`src/smr_pkg.sv`:
```
// Shared types and constants for the spiral matrix reorder block.
package smr_pkg;

  // Fixed field widths
  localparam int unsigned VALUE_W = 32;
  localparam int unsigned CFG_W   = 4;

  // Side length after reset
  localparam logic [CFG_W-1:0] MATRIX_DIM_RESET = 4'd8;

  typedef enum logic {
    SMR_LOAD,
    SMR_EMIT
  } smr_state_e;

  typedef enum logic [1:0] {
    DIR_RIGHT,
    DIR_DOWN,
    DIR_LEFT,
    DIR_UP
  } smr_dir_e;

  // Control from the sequencer owner to the spiral address generator
  typedef struct packed {
    logic start;
    logic step;
  } smr_gen_ctrl_t;

  // Status back from the spiral address generator
  typedef struct packed {
    logic last;
  } smr_gen_stat_t;

endpackage

```
`src/smr_if.sv`:
```
// Stream interfaces for matrix elements in and spiral results out.
interface smr_elem_if;
  logic                                valid;
  logic                                ready;
  logic signed [smr_pkg::VALUE_W-1:0] element_value;

  modport source (output valid, output element_value, input ready);
  modport sink   (input valid, input element_value, output ready);
endinterface

interface smr_spiral_if;
  logic                                valid;
  logic                                ready;
  logic signed [smr_pkg::VALUE_W-1:0] spiral_value;
  logic                                spiral_last;

  modport source (output valid, output spiral_value, output spiral_last, input ready);
  modport sink   (input valid, input spiral_value, input spiral_last, output ready);
endinterface

```
`src/smr_ram.sv`:
```
// Generic single-write, single-read RAM with registered read data.
module smr_ram #(
  parameter int unsigned WIDTH  = 32,
  parameter int unsigned DEPTH  = 64,
  parameter int unsigned ADDR_W = (DEPTH > 1) ? $clog2(DEPTH) : 1
) (
  input  logic              clk_i,
  input  logic              we_i,
  input  logic [ADDR_W-1:0] waddr_i,
  input  logic [WIDTH-1:0]  wdata_i,
  input  logic              re_i,
  input  logic [ADDR_W-1:0] raddr_i,
  output logic [WIDTH-1:0]  rdata_o
);

  logic [WIDTH-1:0] mem_q [DEPTH];

  // Write port
  always_ff @(posedge clk_i) begin
    if (we_i) begin
      mem_q[waddr_i] <= wdata_i;
    end
  end

  // Read port: hold data until the next read
  always_ff @(posedge clk_i) begin
    if (re_i) begin
      rdata_o <= mem_q[raddr_i];
    end
  end

endmodule

```
`src/smr_spiral_gen.sv`:
```
// Spiral walk sequencer: produces store addresses in clockwise ring order.
module smr_spiral_gen #(
  parameter int unsigned MAX_DIM = 8,
  parameter int unsigned SIDE_W  = $clog2(MAX_DIM + 1),
  parameter int unsigned CNT_W   = $clog2(MAX_DIM * MAX_DIM + 1),
  parameter int unsigned ADDR_W  = (MAX_DIM > 1) ? $clog2(MAX_DIM * MAX_DIM) : 1
) (
  input  logic                   clk_i,
  input  logic                   rst_ni,
  input  smr_pkg::smr_gen_ctrl_t ctrl_i,
  input  logic [SIDE_W-1:0]      side_i,
  input  logic [CNT_W-1:0]       total_i,
  output logic [ADDR_W-1:0]      addr_o,
  output smr_pkg::smr_gen_stat_t stat_o
);

  localparam int unsigned CW = (MAX_DIM > 1) ? $clog2(MAX_DIM) : 1;

  smr_pkg::smr_dir_e dir_q, dir_d;
  logic [CW-1:0]     row_q, row_d, col_q, col_d;
  logic [CW-1:0]     top_q, top_d, bot_q, bot_d, lft_q, lft_d, rgt_q, rgt_d;
  logic [ADDR_W-1:0] addr_q, addr_d;
  logic [CNT_W-1:0]  remain_q, remain_d;
  logic [ADDR_W-1:0] side_step;

  assign side_step = ADDR_W'(side_i);

  // Next position: keep going inside the ring, else turn and shrink the wall
  always_comb begin
    dir_d    = dir_q;
    row_d    = row_q;
    col_d    = col_q;
    top_d    = top_q;
    bot_d    = bot_q;
    lft_d    = lft_q;
    rgt_d    = rgt_q;
    addr_d   = addr_q;
    remain_d = remain_q;
    if (ctrl_i.start) begin
      dir_d    = smr_pkg::DIR_RIGHT;
      row_d    = '0;
      col_d    = '0;
      top_d    = '0;
      lft_d    = '0;
      bot_d    = CW'(side_i - 1'b1);
      rgt_d    = CW'(side_i - 1'b1);
      addr_d   = '0;
      remain_d = total_i;
    end else if (ctrl_i.step) begin
      remain_d = CNT_W'(remain_q - 1'b1);
      case (dir_q)
        smr_pkg::DIR_RIGHT: begin
          if (col_q < rgt_q) begin
            col_d  = CW'(col_q + 1'b1);
            addr_d = ADDR_W'(addr_q + 1'b1);
          end else begin
            top_d  = CW'(top_q + 1'b1);
            dir_d  = smr_pkg::DIR_DOWN;
            row_d  = CW'(row_q + 1'b1);
            addr_d = ADDR_W'(addr_q + side_step);
          end
        end
        smr_pkg::DIR_DOWN: begin
          if (row_q < bot_q) begin
            row_d  = CW'(row_q + 1'b1);
            addr_d = ADDR_W'(addr_q + side_step);
          end else begin
            rgt_d  = CW'(rgt_q - 1'b1);
            dir_d  = smr_pkg::DIR_LEFT;
            col_d  = CW'(col_q - 1'b1);
            addr_d = ADDR_W'(addr_q - 1'b1);
          end
        end
        smr_pkg::DIR_LEFT: begin
          if (col_q > lft_q) begin
            col_d  = CW'(col_q - 1'b1);
            addr_d = ADDR_W'(addr_q - 1'b1);
          end else begin
            bot_d  = CW'(bot_q - 1'b1);
            dir_d  = smr_pkg::DIR_UP;
            row_d  = CW'(row_q - 1'b1);
            addr_d = ADDR_W'(addr_q - side_step);
          end
        end
        smr_pkg::DIR_UP: begin
          if (row_q > top_q) begin
            row_d  = CW'(row_q - 1'b1);
            addr_d = ADDR_W'(addr_q - side_step);
          end else begin
            lft_d  = CW'(lft_q + 1'b1);
            dir_d  = smr_pkg::DIR_RIGHT;
            col_d  = CW'(col_q + 1'b1);
            addr_d = ADDR_W'(addr_q + 1'b1);
          end
        end
        default: begin
          dir_d = smr_pkg::DIR_RIGHT;
        end
      endcase
    end
  end

  // Walk registers
  always_ff @(posedge clk_i or negedge rst_ni) begin
    if (!rst_ni) begin
      dir_q    <= smr_pkg::DIR_RIGHT;
      remain_q <= '0;
    end else begin
      dir_q    <= dir_d;
      remain_q <= remain_d;
    end
  end

  always_ff @(posedge clk_i) begin
    row_q  <= row_d;
    col_q  <= col_d;
    top_q  <= top_d;
    bot_q  <= bot_d;
    lft_q  <= lft_d;
    rgt_q  <= rgt_d;
    addr_q <= addr_d;
  end

  assign addr_o      = addr_q;
  assign stat_o.last = (remain_q == CNT_W'(1));

endmodule

```
`src/spiral_matrix_reorder.sv`:
```
// Top level of the spiral matrix reorder block: load sequencer, store and output stage.
//
//  channel  | dir | handshake    | payload
//  ---------+-----+--------------+---------------------------------
//  in_if    | in  | valid/ready  | element_value (s32)
//  out_if   | out | valid/ready  | spiral_value (s32), spiral_last
//  cfg      | in  | cfg_we_i     | cfg_wdata_i = matrix_dim (u4)
//
// Loading writes D*D elements, one per valid cycle, through the store's write port.
// After the last element, D*D results stream at one per cycle while out_if is ready,
// set by the single read port; ready stays low while the spiral is read out.
// A stall on out_if holds the registered read data and pauses the address walk.
// Reset clears the load count, side length (8) and sequencer; store contents are not reset.
module spiral_matrix_reorder #(
  parameter int unsigned MAX_DIM = 8
) (
  input  logic                         clk_i,
  input  logic                         rst_ni,
  input  logic                         cfg_we_i,
  input  logic [smr_pkg::CFG_W-1:0]    cfg_wdata_i,
  smr_elem_if.sink                     in_if,
  smr_spiral_if.source                 out_if
);

  localparam int unsigned DEPTH  = MAX_DIM * MAX_DIM;
  localparam int unsigned ADDR_W = (DEPTH > 1) ? $clog2(DEPTH) : 1;
  localparam int unsigned SIDE_W = $clog2(MAX_DIM + 1);
  localparam int unsigned CNT_W  = $clog2(DEPTH + 1);
  localparam logic [smr_pkg::CFG_W-1:0] MaxDimCfg = smr_pkg::CFG_W'(MAX_DIM);

  smr_pkg::smr_state_e    state_q, state_d;
  logic [SIDE_W-1:0]      side_q;
  logic [SIDE_W-1:0]      side_cfg;
  logic [CNT_W-1:0]       count_q;
  logic [CNT_W-1:0]       total;
  logic                   rd_pend_q;
  logic                   last_q;
  logic                   in_beat, out_beat, load_done, issue;
  logic [ADDR_W-1:0]      rd_addr;
  logic [smr_pkg::VALUE_W-1:0] rd_data;
  smr_pkg::smr_gen_ctrl_t gen_ctrl;
  smr_pkg::smr_gen_stat_t gen_stat;

  // Clamp the written side length into 1..MAX_DIM
  always_comb begin
    if (cfg_wdata_i == '0) begin
      side_cfg = SIDE_W'(1);
    end else if (cfg_wdata_i > MaxDimCfg) begin
      side_cfg = SIDE_W'(MAX_DIM);
    end else begin
      side_cfg = SIDE_W'(cfg_wdata_i);
    end
  end

  assign total     = CNT_W'(CNT_W'(side_q) * CNT_W'(side_q));
  assign in_beat   = in_if.valid && in_if.ready;
  assign out_beat  = out_if.valid && out_if.ready;
  assign load_done = in_beat && (count_q == CNT_W'(total - 1'b1));
  assign issue     = (state_q == smr_pkg::SMR_EMIT) && (!rd_pend_q || out_if.ready);

  assign gen_ctrl.start = load_done;
  assign gen_ctrl.step  = issue;

  // Next state: load until the matrix is full, then read out the spiral
  always_comb begin
    state_d = state_q;
    case (state_q)
      smr_pkg::SMR_LOAD: begin
        if (load_done) begin
          state_d = smr_pkg::SMR_EMIT;
        end
      end
      smr_pkg::SMR_EMIT: begin
        if (issue && gen_stat.last) begin
          state_d = smr_pkg::SMR_LOAD;
        end
      end
      default: begin
        state_d = smr_pkg::SMR_LOAD;
      end
    endcase
  end

  // Control registers
  always_ff @(posedge clk_i or negedge rst_ni) begin
    if (!rst_ni) begin
      state_q   <= smr_pkg::SMR_LOAD;
      side_q    <= SIDE_W'((smr_pkg::MATRIX_DIM_RESET > MaxDimCfg) ?
                           MaxDimCfg : smr_pkg::MATRIX_DIM_RESET);
      count_q   <= '0;
      rd_pend_q <= 1'b0;
    end else begin
      state_q <= state_d;
      // Drop a partial load on a register write
      if (cfg_we_i) begin
        side_q  <= side_cfg;
        count_q <= '0;
      end else if (in_beat) begin
        count_q <= load_done ? '0 : CNT_W'(count_q + 1'b1);
      end
      if (issue) begin
        rd_pend_q <= 1'b1;
      end else if (out_beat) begin
        rd_pend_q <= 1'b0;
      end
    end
  end

  // Hold the last flag alongside the read data
  always_ff @(posedge clk_i) begin
    if (issue) begin
      last_q <= gen_stat.last;
    end
  end

  smr_spiral_gen #(
    .MAX_DIM (MAX_DIM),
    .SIDE_W  (SIDE_W),
    .CNT_W   (CNT_W),
    .ADDR_W  (ADDR_W)
  ) u_gen (
    .clk_i   (clk_i),
    .rst_ni  (rst_ni),
    .ctrl_i  (gen_ctrl),
    .side_i  (side_q),
    .total_i (total),
    .addr_o  (rd_addr),
    .stat_o  (gen_stat)
  );

  smr_ram #(
    .WIDTH  (smr_pkg::VALUE_W),
    .DEPTH  (DEPTH),
    .ADDR_W (ADDR_W)
  ) u_store (
    .clk_i   (clk_i),
    .we_i    (in_beat),
    .waddr_i (count_q[ADDR_W-1:0]),
    .wdata_i (in_if.element_value),
    .re_i    (issue),
    .raddr_i (rd_addr),
    .rdata_o (rd_data)
  );

  assign in_if.ready         = (state_q == smr_pkg::SMR_LOAD);
  assign out_if.valid        = rd_pend_q;
  assign out_if.spiral_value = rd_data;
  assign out_if.spiral_last  = last_q;

endmodule

```
`src/flat_wrapper.sv`:
```
// flat-port wrapper written by rule: the top's interface ports become plain ports
module spiral_matrix_reorder_flat 
#(
  parameter int unsigned MAX_DIM = 8
)
  (clk_i, rst_ni, cfg_we_i, cfg_wdata_i, in_if_valid, in_if_element_value, in_if_ready, out_if_valid, out_if_spiral_value, out_if_spiral_last, out_if_ready);
  smr_elem_if in_if_i ();
  smr_spiral_if out_if_i ();
  input  logic clk_i;
  input  logic rst_ni;
  input  logic cfg_we_i;
  input  logic [smr_pkg::CFG_W-1:0] cfg_wdata_i;
  input wire logic [$bits(in_if_i.valid)-1:0] in_if_valid;
  input wire logic [$bits(in_if_i.element_value)-1:0] in_if_element_value;
  output wire logic [$bits(in_if_i.ready)-1:0] in_if_ready;
  output wire logic [$bits(out_if_i.valid)-1:0] out_if_valid;
  output wire logic [$bits(out_if_i.spiral_value)-1:0] out_if_spiral_value;
  output wire logic [$bits(out_if_i.spiral_last)-1:0] out_if_spiral_last;
  input wire logic [$bits(out_if_i.ready)-1:0] out_if_ready;
  assign in_if_i.valid = in_if_valid;
  assign in_if_i.element_value = in_if_element_value;
  assign in_if_ready = in_if_i.ready;
  assign out_if_valid = out_if_i.valid;
  assign out_if_spiral_value = out_if_i.spiral_value;
  assign out_if_spiral_last = out_if_i.spiral_last;
  assign out_if_i.ready = out_if_ready;
  spiral_matrix_reorder #(.MAX_DIM(MAX_DIM)) u_core (.clk_i(clk_i), .rst_ni(rst_ni), .cfg_we_i(cfg_we_i), .cfg_wdata_i(cfg_wdata_i), .in_if(in_if_i), .out_if(out_if_i));
endmodule
```
`config.mk`:
```
export PLATFORM = sky130hd
export DESIGN_NAME = spiral_matrix_reorder_flat
export DESIGN_NICKNAME = d
export VERILOG_FILES = /design/src/smr_pkg.sv /design/src/smr_if.sv /design/src/smr_ram.sv /design/src/smr_spiral_gen.sv /design/src/spiral_matrix_reorder.sv /design/src/flat_wrapper.sv
export SDC_FILE = /design/constraint.sdc
export NUM_CORES = 2
export LEC_CHECK = 0
export BUFFER_PORTS_ARGS = -buffer_cell sky130_fd_sc_hd__buf_4
export CORE_AREA = 5 5 649 330
export CTS_BUF_LIST = sky130_fd_sc_hd__clkbuf_8
export CTS_CLUSTER_DIAMETER = 100
export DETAILED_ROUTE_END_ITERATION = 6
export DIE_AREA = 0 0 654 335
export PLACE_DENSITY = 0.61
export SYNTH_ARGS = -nofsm -noshare
export SYNTH_HDL_FRONTEND = slang
export SYNTH_HIERARCHICAL = 1
export SYNTH_SLANG_ARGS = --single-unit
```
`constraint.sdc`:
```
create_clock -name clk_i -period 11.2 [get_ports clk_i]
set_input_delay 0 -clock clk_i [delete_from_list [all_inputs] [get_ports clk_i]]
set_output_delay 0 -clock clk_i [all_outputs]
set_load 0.1 [all_outputs]
```
==> results.md <==
- 0.161 — multiplexer area fraction after synthesis
- reg2reg — Crit Path Category
- 0.276 — fraction of final layout cells with drive strength greater than 1
- 0.0227 — Compound-Gate Fraction of Synth Area
- 106 — largest fanout on the critical path
- 0.427 — share of total power in sequential cells
- 17375 — fill count
- 86900 µm² — cell area after placement
- 0.208 mV — worst vdd ir
- 5797 — Iter 0 DRT Violations
- 2087 — number of flops mapped to enable cells by yosys
- 0 — Final Setup Violations
- 0.396 — Initial Utilization
- edfxtp_1 — post-synthesis cell type with the largest combined area
- 0 — count of antenna-violating nets left after detailed routing
- edfxtp_1 — most common cell in the synthesized netlist
- 0.338 — switching part of the total power
- 233 nW/µm² — power density over the cells
- 0 — post-CTS setup repair buffer count
- 0.07 ns — clock-pin transition on the worst setup and hold timing paths
- 17 — initial antenna violation count
- clkbuf_8 — Clock Root Buffer
- 12.2% — Layout area overhead
- in2async — HP Class
- 11.83 ns — Data required, critical path
- 63600 µm² — FF/Latch Area
- 208000 µm² — core area
- 92600 µm² — Layout Cell Area excl Fill
- 0 — total congestion overflow after global routing
- 4 — maximum clock insertion buffer count
- 0 — Hold Fails Final Rpt
- 18300 µm² — footprint of the multi-input gates
- edfxtp_1 76%, mux4_2 15%, mux2i_1 1.2% — top cells by area in the synthesized netlist
- 0.95 ns — clock latency at the later pin of the worst-skew pair
- 0.811 — Final GP Congestion
- 654 µm — Die Span X
- 5.27 ns — critical path arrival
- 7.29 mW — switching power
- 29.1 nW — leakage component of the power
- 228000 µm — wirelength, routed
- 4144 — Final Net Count
- 0.759 — area share of the largest cell type after synthesis
- 0 — number of DRC violations after detailed routing
- 219000 µm² — die area
- multiplexers — main combinational cell family by area after synthesis
- 0.770 — proportion of synthesized chip area in sequential cells
- 0.206 — Total Routing Usage GR
- 4.64 ns — minimum clock period after layout
- 76 — num ports
- 5 — H-tree level count
- 82 — Cell variety after synth
- register — critical path startpoint category
- 21.6 mW — power consumption
- 75 — number of buffers added on ports
- 14.3 mW — Int Power
- 6 — warning count from the yosys run
- 2087 x edfxtp_1, 544 x mux4_2, 183 x nor2_1, 102 x mux2i_1, 89 x o22ai_1 — commonest cells in the synthesized netlist
- 0 ns — setup TNS after final layout
- 22.1 µm² — mean cell area of the mapped netlist
- 3741 — Mapped Cells
- no — unrepaired setup endpoints after global routing
- 0.268 — Slew headroom
- 0.215 GHz — maximum achievable frequency
- completed — status
- 6 — r2r worst-path depth
- 0.00652 — arithmetic-cell share of the synthesized area counting full adders, half adders and majority gates
- register — crit end category
- 1.10 ns — measured slew at the worst slew-check pin
- 5 — first-pass detailed-route iteration total
- 0.0206 — basic-gate share of the synthesized area counting and, or, nand and nor cells
- 0.0582 ns — clock tree skew after final layout
- 82500 µm² — total standard cell area after synthesis
- 41636 — number of vias after detailed routing
- 2127 — flops & latches, synth
- 0.00520 — share of the synthesized netlist area taken by xor and xnor gates
- 0 — cells resized by post-CTS repair
- 5.90 — Vias/cell
- 2127 — clock net sink count
- 32.4 µm — wire length per cell
- 0.316 — portion of total power attributed to combinational logic
- 119 — # rows
- 129000 µm — DPL Wire Length
- 0.0103 — FFs w/ async S/R, synth
- 0.415 — fraction of the cycle the final worst path needs
- built — TritonCTS clock tree
- 335 µm — Chip Height
- 107 — largest net degree at the start of global routing
- 319000 µm — first-pass GRT wire length
- edfxtp_1 — dominant synthesized flop cell
- 0 — final-report max-slew violation count
- 0.257 — Clk pwr share
- 3822 — net count of the mapped netlist
- 40626 — number of global-route vias before repair
- 0 — Max-cap violations
- 290 — total CTS buffers
-- cell usage in the layout, fill, tap and decap left out, types with 11 or more instances in the layout --
cell type and count:
buf_4 174, nand2b_1 12, nand3_1 15, xnor2_1 22, nor2_4 62, nor3_1 13
mux2i_1 102, dlygate4sd3_1 49, mux4_2 544, edfxtp_1 2087, o21ai_0 14, o221ai_1 27
nor2b_1 19, clkbuf_8 300, clkinv_2 26, nand2_1 60, dfrtp_1 21, a311oi_1 11
nor2_1 121, ha_1 35, inv_1 119, a21oi_1 80, dfxtp_1 13, clkinv_1 63
a22oi_1 13, xor2_1 22, o22ai_1 89
-- power groups by stage --
stage | registers (mW) | logic, mW | clock network [mW]
after global routing | 9.25 | 7.17 | 6.06
after global placement | 9.42 | 6.72 | 0
after floorplan | 9.64 | 4.28 | 0
final | 9.23 | 6.81 | 5.55
after CTS | 9.25 | 6.77 | 5.67
after detailed placement | 9.42 | 6.73 | 0
-- cell families (layout without fill, tap and decap cells) --
kind of cell | after synthesis | in the layout
AO/OA/AOI/OAI | 280 | 280
AND/OR/NAND/NOR | 363 | 363
other | 1 | 11
buffers and inverters | 236 | 759
multiplexers | 648 | 648
adder cells (fa/ha/maj) | 40 | 40
flip-flops | 2127 | 2127
XOR/XNOR | 46 | 46
-- worst paths after layout --
path	startpoint	end	slack (ns)
min in group clk_i	in_if_element_value[30]	u_core/u_store/mem_q[50][30]	0.19
max in group asynchronous	rst_ni	u_core/side_q[3]	10.89
hold / removal	rst_ni	u_core/u_gen/dir_q[1]	0.08
setup / recovery	u_core/u_gen/addr_o[0]	u_core/u_store/rdata_o[12]	6.56
hold reg to reg	u_core/state_q	u_core/out_if.valid	0.50
setup reg to reg	u_core/u_gen/addr_o[0]	u_core/u_store/rdata_o[12]	6.56
-- flip-flops by register name, summed over array words and instances (netlist names) --
name                       flops
u_core/u_gen/addr_o            6
u_core/u_gen/lft_q             3
u_core/u_gen/bot_q             3
u_core/state_q                 1
u_core/u_store/mem_q        2048
u_core/u_store/rdata_o        32
u_core/u_gen/top_q             3
u_core/u_gen/row_q             3
u_core/u_gen/rgt_q             3
u_core/side_q                  4
u_core/out_if.spiral_last      1
u_core/u_gen/col_q             3
u_core/u_gen/remain_q          7
u_core/u_gen/dir_q             2
u_core/out_if.valid            1
u_core/count_q                 7
-- critical path, cell delays in order, from the launching register on --
cell and delay (ns):
dfxtp_4 0.65, buf_4 0.76, buf_12 0.61, mux4_2 0.62, mux4_2 0.57, o22ai_1 0.68, nor2_1 0.12
-- timing repair --
item                                    in CTS  in global routing
hold buffers                                50                  0
endpoints found under the setup margin       0                  0
hold endpoints to repair                  2091                  0
-- metal layers --
metal / up-vias / part of all wire / track usage
li1: 16369 / - / -
met1: 22359 / 0.44 / 0.326
met2: 2577 / 0.40 / 0.267
met3: 323 / 0.13 / 0.0759
met4: 8 / 0.019 / 0.0440
met5: - / 0.00064 / 0.00323
-- area by class of cell --
cell class              count  area share
multi-input cells        1378       0.198
clock buffers             300      0.0446
flip-flops and latches   2127       0.687
inverters                  38     0.00154
repair buffers            228      0.0205
diodes                     10    0.000270
well taps                2783      0.0376
clock inverters           193      0.0109
-- through the flow --
step / setup slack (ns) / util / cells / hold WS (ns)
3_5_place_dp: 6.56 / 0.417 / 6504 / -0.0768
6_report: 6.56 / 0.445 / 7057 / 0.0782
4_1_cts: 6.52 / 0.444 / 7047 / 0.0267
5_1_grt: 6.22 / 0.444 / 7048 / 0.0696
2_1_floorplan: 7.27 / - / 3741 / -0.296
3_3_place_gp: 6.53 / 0.417 / 6504 / -0.0780
(Power assumes the default switching activity.)
